### src/rtl/core/itt_pkg.sv
// Shared types and operation codes for the interval timer table.
// No dependencies; used by itt_cell and interval_timer_table.
`timescale 1ns / 1ps

package itt_pkg;

	localparam logic [1:0] OP_ADD    = 2'd0;
	localparam logic [1:0] OP_CANCEL = 2'd1;
	localparam logic [1:0] OP_CHECK  = 2'd2;
	localparam logic [1:0] OP_QUERY  = 2'd3;

	localparam int TypeW = 4;
	localparam int TimeW = 32;

	// Command broadcast to every cell for the duration of one word.
	typedef struct packed {
		logic [1:0]       op;
		logic [TypeW-1:0] tmr_type;
	} cmd_t;

	// Running scan result handed from cell to cell.
	typedef struct packed {
		logic             act;
		logic             best_found;
		logic [TypeW-1:0] best_type;
		logic [TimeW-1:0] best_dl;
		logic             free_found;
	} carry_t;

	// Final update applied after the sweep.
	typedef struct packed {
		logic             wr_en;
		logic             clr_en;
		logic [TypeW-1:0] tmr_type;
		logic [TimeW-1:0] dl;
	} commit_t;

endpackage

### src/rtl/core/itt_cell.sv
// One timer slot: valid mark, type and deadline, plus one stage of the scan chain.
// Depends on itt_pkg.
`timescale 1ns / 1ps

module itt_cell #(
	parameter int TIMER_SLOTS = 16,
	parameter int IDX         = 0
) (
	input  logic                               clk,
	input  logic                               arst_n,
	input  itt_pkg::cmd_t                      cmd,
	input  itt_pkg::carry_t                    car_in,
	input  logic [$clog2(TIMER_SLOTS)-1:0]     best_idx_in,
	input  logic [$clog2(TIMER_SLOTS)-1:0]     free_idx_in,
	output itt_pkg::carry_t                    car_out,
	output logic [$clog2(TIMER_SLOTS)-1:0]     best_idx_out,
	output logic [$clog2(TIMER_SLOTS)-1:0]     free_idx_out,
	input  itt_pkg::commit_t                   commit,
	input  logic [$clog2(TIMER_SLOTS)-1:0]     wr_idx,
	input  logic [$clog2(TIMER_SLOTS)-1:0]     clr_idx
);
	import itt_pkg::*;

	localparam int IW = $clog2(TIMER_SLOTS);
	localparam logic [IW-1:0] MyIdx = IW'(IDX);

	logic             valid_q;
	logic [TypeW-1:0] type_q;
	logic [TimeW-1:0] deadline_q;

	carry_t          car_q;
	logic [IW-1:0]   best_idx_q;
	logic [IW-1:0]   free_idx_q;

	logic   type_hit;
	logic   cand;
	logic   take;
	logic   take_free;
	logic   cancel_hit;
	carry_t car_d;

	always_comb begin
		type_hit   = valid_q && (type_q == cmd.tmr_type);
		// check looks at every live slot, query only at its own type
		cand       = valid_q && ((cmd.op != OP_QUERY) || (type_q == cmd.tmr_type));
		take       = car_in.act && cand &&
			(!car_in.best_found || (deadline_q < car_in.best_dl));
		take_free  = car_in.act && !car_in.free_found && !valid_q;
		cancel_hit = car_in.act && (cmd.op == OP_CANCEL) && type_hit;

		car_d = car_in;
		if (take) begin
			car_d.best_found = 1'b1;
			car_d.best_type  = type_q;
			car_d.best_dl    = deadline_q;
		end
		if (take_free) begin
			car_d.free_found = 1'b1;
		end
	end

	always_ff @(posedge clk or negedge arst_n) begin
		if (!arst_n) begin
			car_q <= '0;
		end else begin
			car_q <= car_d;
		end
	end

	always_ff @(posedge clk) begin
		best_idx_q <= take ? MyIdx : best_idx_in;
		free_idx_q <= take_free ? MyIdx : free_idx_in;
	end

	always_ff @(posedge clk or negedge arst_n) begin
		if (!arst_n) begin
			valid_q <= 1'b0;
		end else if (commit.wr_en && (wr_idx == MyIdx)) begin
			valid_q <= 1'b1;
		end else if (cancel_hit || (commit.clr_en && (clr_idx == MyIdx))) begin
			valid_q <= 1'b0;
		end
	end

	always_ff @(posedge clk) begin
		if (commit.wr_en && (wr_idx == MyIdx)) begin
			type_q     <= commit.tmr_type;
			deadline_q <= commit.dl;
		end
	end

	assign car_out      = car_q;
	assign best_idx_out = best_idx_q;
	assign free_idx_out = free_idx_q;

endmodule

### src/rtl/core/interval_timer_table.sv
// Top level of the interval timer table: control, chain of slot cells, result register.
// Depends on itt_pkg and itt_cell.
//
//   channel | handshake           | words
//   --------+---------------------+--------------------------------------------------
//   in      | in_valid / in_ready | operation, timer_type, delay_seconds, now_time
//   out     | out_valid/out_ready | fired_type, deadline, status
//
// One word at a time: a scan token walks the chain of TIMER_SLOTS cells, one cell per
// cycle; the result is registered at the end of the chain and in_ready returns with it.
// The slot update (add, check removal) is applied in the cycle the result is loaded.
// A result that is not taken holds the next word in its final state; in_ready stays low.
// Reset clears all valid marks at once; no clearing pass is needed.
`timescale 1ns / 1ps

module interval_timer_table #(
	parameter int TIMER_SLOTS = 16
) (
	input  logic                       clk,
	input  logic                       arst_n,
	input  logic                       in_valid,
	output logic                       in_ready,
	input  logic [1:0]                 operation,
	input  logic [itt_pkg::TypeW-1:0]  timer_type,
	input  logic [itt_pkg::TimeW-1:0]  delay_seconds,
	input  logic [itt_pkg::TimeW-1:0]  now_time,
	output logic                       out_valid,
	input  logic                       out_ready,
	output logic [itt_pkg::TypeW-1:0]  fired_type,
	output logic [itt_pkg::TimeW-1:0]  deadline,
	output logic                       status
);
	import itt_pkg::*;

	localparam int IW = $clog2(TIMER_SLOTS);

	localparam logic [1:0] ST_IDLE = 2'd0;
	localparam logic [1:0] ST_SCAN = 2'd1;
	localparam logic [1:0] ST_DONE = 2'd2;

	logic [1:0]       st_q;
	logic             start_q;
	cmd_t             cmd_q;
	logic [TimeW-1:0] now_q;
	logic [TimeW-1:0] sum_q;

	carry_t        fin_q;
	logic [IW-1:0] fin_best_idx_q;
	logic [IW-1:0] fin_free_idx_q;

	logic             out_valid_q;
	logic [TypeW-1:0] fired_q;
	logic [TimeW-1:0] dl_q;
	logic             status_q;

	carry_t        car  [0:TIMER_SLOTS];
	logic [IW-1:0] bidx [0:TIMER_SLOTS];
	logic [IW-1:0] fidx [0:TIMER_SLOTS];

	logic           in_acc;
	logic           finish;
	logic           due;
	logic [TimeW:0] sum_full;
	commit_t        commit;

	assign in_ready = (st_q == ST_IDLE);
	assign in_acc   = in_valid && in_ready;
	assign finish   = (st_q == ST_DONE) && (!out_valid_q || out_ready);
	assign due      = fin_q.best_found && (fin_q.best_dl <= now_q);
	assign sum_full = {1'b0, now_time} + {1'b0, delay_seconds};

	always_comb begin
		commit          = '0;
		commit.tmr_type = cmd_q.tmr_type;
		commit.dl       = sum_q;
		if (finish) begin
			commit.wr_en  = (cmd_q.op == OP_ADD) && fin_q.free_found;
			commit.clr_en = (cmd_q.op == OP_CHECK) && due;
		end
	end

	assign car[0]  = '{act: start_q, best_found: 1'b0, best_type: '0,
		best_dl: '0, free_found: 1'b0};
	assign bidx[0] = '0;
	assign fidx[0] = '0;

	for (genvar k = 0; k < TIMER_SLOTS; k++) begin : g_cell
		itt_cell #(
			.TIMER_SLOTS(TIMER_SLOTS),
			.IDX        (k)
		) u_cell (
			.clk         (clk),
			.arst_n      (arst_n),
			.cmd         (cmd_q),
			.car_in      (car[k]),
			.best_idx_in (bidx[k]),
			.free_idx_in (fidx[k]),
			.car_out     (car[k+1]),
			.best_idx_out(bidx[k+1]),
			.free_idx_out(fidx[k+1]),
			.commit      (commit),
			.wr_idx      (fin_free_idx_q),
			.clr_idx     (fin_best_idx_q)
		);
	end

	always_ff @(posedge clk or negedge arst_n) begin
		if (!arst_n) begin
			st_q    <= ST_IDLE;
			start_q <= 1'b0;
		end else begin
			start_q <= in_acc;
			unique case (st_q)
				ST_IDLE: begin
					if (in_acc) st_q <= ST_SCAN;
				end
				ST_SCAN: begin
					if (car[TIMER_SLOTS].act) st_q <= ST_DONE;
				end
				ST_DONE: begin
					if (finish) st_q <= ST_IDLE;
				end
				default: st_q <= ST_IDLE;
			endcase
		end
	end

	always_ff @(posedge clk) begin
		if (in_acc) begin
			cmd_q.op       <= operation;
			cmd_q.tmr_type <= timer_type;
			now_q          <= now_time;
			// saturate the deadline on overflow
			sum_q          <= sum_full[TimeW] ? '1 : sum_full[TimeW-1:0];
		end
		if (car[TIMER_SLOTS].act) begin
			fin_q          <= car[TIMER_SLOTS];
			fin_best_idx_q <= bidx[TIMER_SLOTS];
			fin_free_idx_q <= fidx[TIMER_SLOTS];
		end
	end

	always_ff @(posedge clk or negedge arst_n) begin
		if (!arst_n) begin
			out_valid_q <= 1'b0;
		end else if (finish) begin
			out_valid_q <= 1'b1;
		end else if (out_ready) begin
			out_valid_q <= 1'b0;
		end
	end

	always_ff @(posedge clk) begin
		if (finish) begin
			fired_q  <= ((cmd_q.op == OP_CHECK) && due) ? fin_q.best_type : '0;
			dl_q     <= ((cmd_q.op == OP_QUERY) && fin_q.best_found) ? fin_q.best_dl : '0;
			status_q <= (cmd_q.op == OP_ADD) && !fin_q.free_found;
		end
	end

	assign out_valid  = out_valid_q;
	assign fired_type = fired_q;
	assign deadline   = dl_q;
	assign status     = status_q;

`ifndef ASSERT_OFF
	a_busy_after_accept: assert property (@(posedge clk) disable iff (!arst_n)
		in_valid && in_ready |=> !in_ready)
		else $error("accepted a word while busy");

	a_commit_exclusive: assert property (@(posedge clk) disable iff (!arst_n)
		!(commit.wr_en && commit.clr_en))
		else $error("slot write and clear in the same cycle");

	a_token_in_scan: assert property (@(posedge clk) disable iff (!arst_n)
		car[TIMER_SLOTS].act |-> st_q == ST_SCAN)
		else $error("scan token left the chain outside a scan");

	a_status_alone: assert property (@(posedge clk) disable iff (!arst_n)
		out_valid && status |-> fired_type == '0 && deadline == '0)
		else $error("refused add reports a type or deadline");
`endif

endmodule
### config.mk
export PLATFORM = sky130hd
export DESIGN_NAME = interval_timer_table
export DESIGN_NICKNAME = d
export VERILOG_FILES = /design/src/rtl/core/itt_pkg.sv /design/src/rtl/core/itt_cell.sv /design/src/rtl/core/interval_timer_table.sv
export SDC_FILE = /design/constraint.sdc
export NUM_CORES = 2
export LEC_CHECK = 0
export ABC_CLOCK_PERIOD_IN_PS = 6700
export BUFFER_PORTS_ARGS = -buffer_cell sky130_fd_sc_hd__buf_2
export CAP_MARGIN = 15
export CORE_ASPECT_RATIO = 0.7
export CORE_UTILIZATION = 63
export DETAILED_ROUTE_END_ITERATION = 8
export GPL_TIMING_DRIVEN = 0
export PLACE_DENSITY = 0.8
export SYNTH_ARGS = -nofsm -noshare
export SYNTH_HDL_FRONTEND = slang
export SYNTH_SLANG_ARGS = --single-unit
export TNS_END_PERCENT = 50
### constraint.sdc
create_clock -name clk -period 6.7 [get_ports clk]
set_input_delay 0 -clock clk [delete_from_list [all_inputs] [get_ports clk]]
set_output_delay 0 -clock clk [all_outputs]
set_load 0.05 [all_outputs]
==> flow_results.xml <==
<?xml version="1.0" encoding="UTF-8"?>
<metrics>
  <group name="power">
    <metric name="static-leakage-power" unit="µW">0.0306</metric>
    <metric name="ir_drop" unit="mV">0.252</metric>
    <metric name="p_per_area" unit="nW/µm²">255</metric>
  </group>
  <group name="setup_path">
    <metric name="worst_r2r_endpoint" unit="">g_cell[12].u_cell.car_out[36]</metric>
    <metric name="timing.critical_path.to_type" unit="">flip-flop</metric>
    <metric name="timing.critical_path.arrival" unit="ns">5.28</metric>
    <metric name="worstRegToRegCells" unit="">9</metric>
    <metric name="timing.reg2reg.setup_slack" unit="ns">2.05</metric>
    <metric name="reg2reg_from" unit="">cmd_q[0]</metric>
    <metric name="worstPathMaxFanout" unit="">17</metric>
    <metric name="start_kind" unit="">flip-flop</metric>
    <metric name="timing.setup.critical_path_class" unit="">flip-flop to flip-flop</metric>
    <metric name="critical_path_required" unit="ns">7.33</metric>
  </group>
  <group name="sta">
    <metric name="timing.max_slew.rel_slack" unit="%">15.6</metric>
    <metric name="f_max" unit="GHz">0.215</metric>
    <metric name="tightest_slew" unit="ns">1.25</metric>
    <metric name="post-route-min-period" unit="ns">4.65</metric>
    <metric name="finalHoldViolations" unit="">0</metric>
    <metric name="drv_slew" unit="">0</metric>
    <metric name="min_period_over_period" unit="%">69.4</metric>
    <metric name="timing.clock.skew" unit="ns">0.0270</metric>
    <metric name="finalWorstSetupSlack" unit="ns">2.05</metric>
    <metric name="setup_viol" unit="">0</metric>
    <metric name="grt_setup_unrepaired" unit="">false</metric>
  </group>
  <group name="run_status">
    <metric name="run_status" unit="">finished clean</metric>
  </group>
  <group name="min_path">
    <metric name="min_to" unit="">out_valid</metric>
    <metric name="min-delay-start" unit="">out_ready</metric>
    <metric name="hold_depth" unit="">4</metric>
    <metric name="holdCritPathClass" unit="">primary input to flip-flop</metric>
  </group>
  <group name="synthesis">
    <metric name="ys_types" unit="">65</metric>
    <metric name="syn_avg_cell_area" unit="µm²">14.0</metric>
    <metric name="synth_seq_area_share" unit="%">63.1</metric>
    <metric name="netlist.top_cell.by_area" unit="">sky130_fd_sc_hd__edfxtp_1</metric>
    <metric name="yosysMostFrequentCell" unit="">sky130_fd_sc_hd__edfxtp_1</metric>
    <metric name="synth.cell_area" unit="µm²">63300</metric>
    <metric name="synth-edff-count" unit="">729</metric>
    <metric name="synthesis.nets" unit="">5112</metric>
    <metric name="netlist_top_cells_area" unit="">sky130_fd_sc_hd__edfxtp_1 (35%), sky130_fd_sc_hd__dfrtp_1 (25%), sky130_fd_sc_hd__ha_1 (10%)</metric>
    <metric name="ys.flop_type" unit="">sky130_fd_sc_hd__edfxtp_1</metric>
    <metric name="synthesized_netlist_cell_count" unit="">4508</metric>
    <metric name="postSynthRegisterBits" unit="">1471</metric>
    <metric name="synth.top_cell.area_share" unit="%">34.6</metric>
    <metric name="yosys_warnings" unit="">0</metric>
    <metric name="synthArstFlopShare" unit="%">43.8</metric>
    <metric name="synth_top_cells_by_count" unit="">sky130_fd_sc_hd__edfxtp_1 (729), sky130_fd_sc_hd__dfrtp_1 (644), sky130_fd_sc_hd__mux2_2 (540), sky130_fd_sc_hd__ha_1 (529), sky130_fd_sc_hd__inv_1 (520)</metric>
  </group>
  <group name="cells_and_area">
    <metric name="finish.utilization" unit="%">72.7</metric>
    <metric name="final_design_instance_area_without_fill" unit="µm²">71800</metric>
    <metric name="multi_input_gate_area" unit="µm²">21100</metric>
    <metric name="final_cells" unit="">6354</metric>
    <metric name="total_area_of_sequential_cells" unit="µm²">40000</metric>
    <metric name="num-fill-cells" unit="">6056</metric>
    <metric name="finish.net_count" unit="">5522</metric>
    <metric name="layout-area-overhead-vs-synth" unit="%">13.4</metric>
    <metric name="drive_above_1_share" unit="%">20.1</metric>
  </group>
  <group name="floorplanning">
    <metric name="initial_core_util" unit="%">64.1</metric>
    <metric name="rows" unit="">96</metric>
    <metric name="die_width" unit="µm">381</metric>
    <metric name="fp.dieArea" unit="µm²">102000</metric>
    <metric name="placeableCoreArea" unit="µm²">98900</metric>
    <metric name="pin_count" unit="">113</metric>
    <metric name="die-height" unit="µm">267</metric>
  </group>
  <group name="route">
    <metric name="wl_per_cell" unit="µm">21.9</metric>
    <metric name="detailroute.via_count" unit="">37017</metric>
    <metric name="drt-vias-per-instance" unit="">5.83</metric>
    <metric name="drt-pass1-iter-count" unit="">6</metric>
    <metric name="drt_drc_violations_left" unit="">0</metric>
    <metric name="route.final.wire_length" unit="µm">139000</metric>
    <metric name="detail_route.iter0.violations" unit="">3560</metric>
    <metric name="ant_nets" unit="">0</metric>
  </group>
  <group name="cts">
    <metric name="clk_pin_slew_worst_paths" unit="ns">0.07</metric>
    <metric name="clock_net_sink_count" unit="">1471</metric>
    <metric name="cts.root.buffer_cell" unit="">sky130_fd_sc_hd__clkbuf_16</metric>
    <metric name="clk_path_buf_depth" unit="">3</metric>
    <metric name="cts_buffers" unit="">134</metric>
    <metric name="post_cts.resized_instances" unit="">0</metric>
    <metric name="worstSkewPairLatency" unit="ns">0.76</metric>
    <metric name="tritoncts" unit="">done</metric>
    <metric name="htree_num_levels" unit="">4</metric>
  </group>
  <group name="grt">
    <metric name="grtUsageTotal" unit="%">27.9</metric>
    <metric name="grt_max_degree" unit="">109</metric>
    <metric name="grt_overflow" unit="">0</metric>
    <metric name="grt_first_pass_wirelength" unit="µm">218000</metric>
    <metric name="via_count_of_the_first_global_routing_pass" unit="">38363</metric>
    <metric name="antenna_found_initial" unit="">4</metric>
  </group>
  <group name="placement">
    <metric name="place.gp.congestion" unit="">0.890</metric>
    <metric name="numPortBuffers" unit="">112</metric>
    <metric name="place_hpwl" unit="µm">98500</metric>
    <metric name="placedInstanceArea" unit="µm²">66200</metric>
    <metric name="place.detailed.instances" unit="">5973</metric>
    <metric name="pre_cts_ws" unit="ns">2.07</metric>
  </group>
  <group name="run">
    <metric name="maxCapViolCount" unit="">0</metric>
  </group>
</metrics>
==> where the power goes <==
part           internal (µW)  switching (µW)
Clock                   4200            3340
Combinational            459             530
Sequential              9670             133
Total                  14300            4000
==> registers in the layout, indices dropped and copies added (netlist names), 2 cells and up <==
| register | cells |
|---|---|
| sum_q | 32 |
| fin_q | 38 |
| st_q | 2 |
| fin_free_idx_q | 4 |
| fired_type | 4 |
| deadline | 32 |
| g_cell.u_cell.valid_q | 16 |
| g_cell.u_cell.best_idx_out | 49 |
| g_cell.u_cell.free_idx_out | 49 |
| cmd_q | 6 |
| g_cell.u_cell.car_out | 624 |
| now_q | 32 |
| g_cell.u_cell.deadline_q | 512 |
| g_cell.u_cell.type_q | 64 |
| fin_best_idx_q | 4 |
==> final cells by class <==
class	instances	share of cell area, %
sequential	1471	55.6
tap	1323	2.30
inverter	521	2.72
buffer	78	0.514
multi-input combinational	2438	29.4
clock buffer	196	5.35
antenna	1	0.00348
timing repair buffer	274	3.42
clock inverter	52	0.622
==> layer usage <==
metal  up-vias  part of all wire, %  global-route usage, %
li1      16903                    -                      -
met1     18563                   47                   43.2
met2      1294                   43                   39.9
met3       253                  7.9                   5.72
met4         4                  2.1                   8.13
met5         -                0.019                      0
==> cell usage in the layout, fill, tap and decap left out, types with 10 or more instances in the layout <==
cell type	instances
sky130_fd_sc_hd__nand3_1	45
sky130_fd_sc_hd__clkinv_2	20
sky130_fd_sc_hd__o21ai_0	89
sky130_fd_sc_hd__o211ai_1	25
sky130_fd_sc_hd__clkbuf_8	18
sky130_fd_sc_hd__nor2_1	89
sky130_fd_sc_hd__dlygate4sd3_1	128
sky130_fd_sc_hd__o21a_1	14
sky130_fd_sc_hd__clkbuf_1	68
sky130_fd_sc_hd__a211oi_1	13
sky130_fd_sc_hd__nand2_1	127
sky130_fd_sc_hd__a21o_1	161
sky130_fd_sc_hd__and2_1	79
sky130_fd_sc_hd__a31oi_1	12
sky130_fd_sc_hd__or2_2	53
sky130_fd_sc_hd__buf_12	15
sky130_fd_sc_hd__mux2_2	540
sky130_fd_sc_hd__nand2b_1	82
sky130_fd_sc_hd__xnor2_1	61
sky130_fd_sc_hd__and3_1	14
sky130_fd_sc_hd__a21oi_1	192
sky130_fd_sc_hd__nor2b_1	64
sky130_fd_sc_hd__nor2_4	10
sky130_fd_sc_hd__buf_2	158
sky130_fd_sc_hd__ha_1	529
sky130_fd_sc_hd__nor3_1	13
sky130_fd_sc_hd__nand4_1	71
sky130_fd_sc_hd__inv_1	516
sky130_fd_sc_hd__dfrtp_1	643
sky130_fd_sc_hd__and4_1	20
sky130_fd_sc_hd__edfxtp_1	729
sky130_fd_sc_hd__dfxtp_1	98
sky130_fd_sc_hd__clkbuf_16	138
sky130_fd_sc_hd__xor2_1	30
sky130_fd_sc_hd__inv_6	12
==> how the worst max path moves through the flow <==
| stage | startpoint | endpoint | slack, ns | cells past startpoint |
|---|---|---|---|---|
| 2_1_floorplan | out_valid | g_cell[3].u_cell.deadline_q[0] | 0.60 | 5 |
| 3_3_place_gp | arst_n | g_cell[13].u_cell.car_out[0] | -8.91 | 1 |
| 3_5_place_dp | g_cell[2].u_cell.deadline_q[17] | g_cell[2].u_cell.car_out[26] | 2.07 | 12 |
| 4_1_cts | g_cell[2].u_cell.deadline_q[17] | g_cell[2].u_cell.car_out[11] | 2.06 | 12 |
| 5_1_grt | cmd_q[0] | g_cell[12].u_cell.car_out[36] | 1.83 | 11 |
| 6_report | cmd_q[0] | g_cell[12].u_cell.car_out[36] | 2.05 | 9 |
==> logic make-up after synthesis <==
group / count (synthesis) / synth area share [%]
AND/OR/NAND/NOR: 698 / 5.99
multiplexers: 541 / 9.62
AO/OA/AOI/OAI: 578 / 5.88
buffers and inverters: 599 / 3.67
adder cells (fa/ha/maj): 530 / 10.5
flip-flops: 1471 / 63.1
XOR/XNOR: 91 / 1.26
==> metrics by stage <==
step / hold WS, ns / power, µW / setup TNS (ns)
floorplan: -0.296 / 10500 / 0
global placement: 0.178 / 10800 / -6028.46
detailed placement: 0.0583 / 10900 / 0
CTS: 0.0510 / 18400 / 0
global route: 0.144 / 18900 / 0
finish: 0.129 / 18300 / 0
==> critical path, stage by stage, from the launching register on <==
cell and delay [ns]:
sky130_fd_sc_hd__edfxtp_1 0.96, sky130_fd_sc_hd__buf_2 0.44, sky130_fd_sc_hd__xor2_1 0.18, sky130_fd_sc_hd__nor4_1 0.09, sky130_fd_sc_hd__o211ai_1 0.76, sky130_fd_sc_hd__o21ai_0 0.49, sky130_fd_sc_hd__nor2_1 0.22, sky130_fd_sc_hd__buf_2 0.39
sky130_fd_sc_hd__buf_1 0.52, sky130_fd_sc_hd__mux2_2 0.45
==> timing repair <==
item / 4_1_cts / 5_1_grt
endpoints found under the hold margin: 368 / 0
hold buffers: 129 / 0
setup buffers: 0 / 0
(Power assumes the default switching activity.)
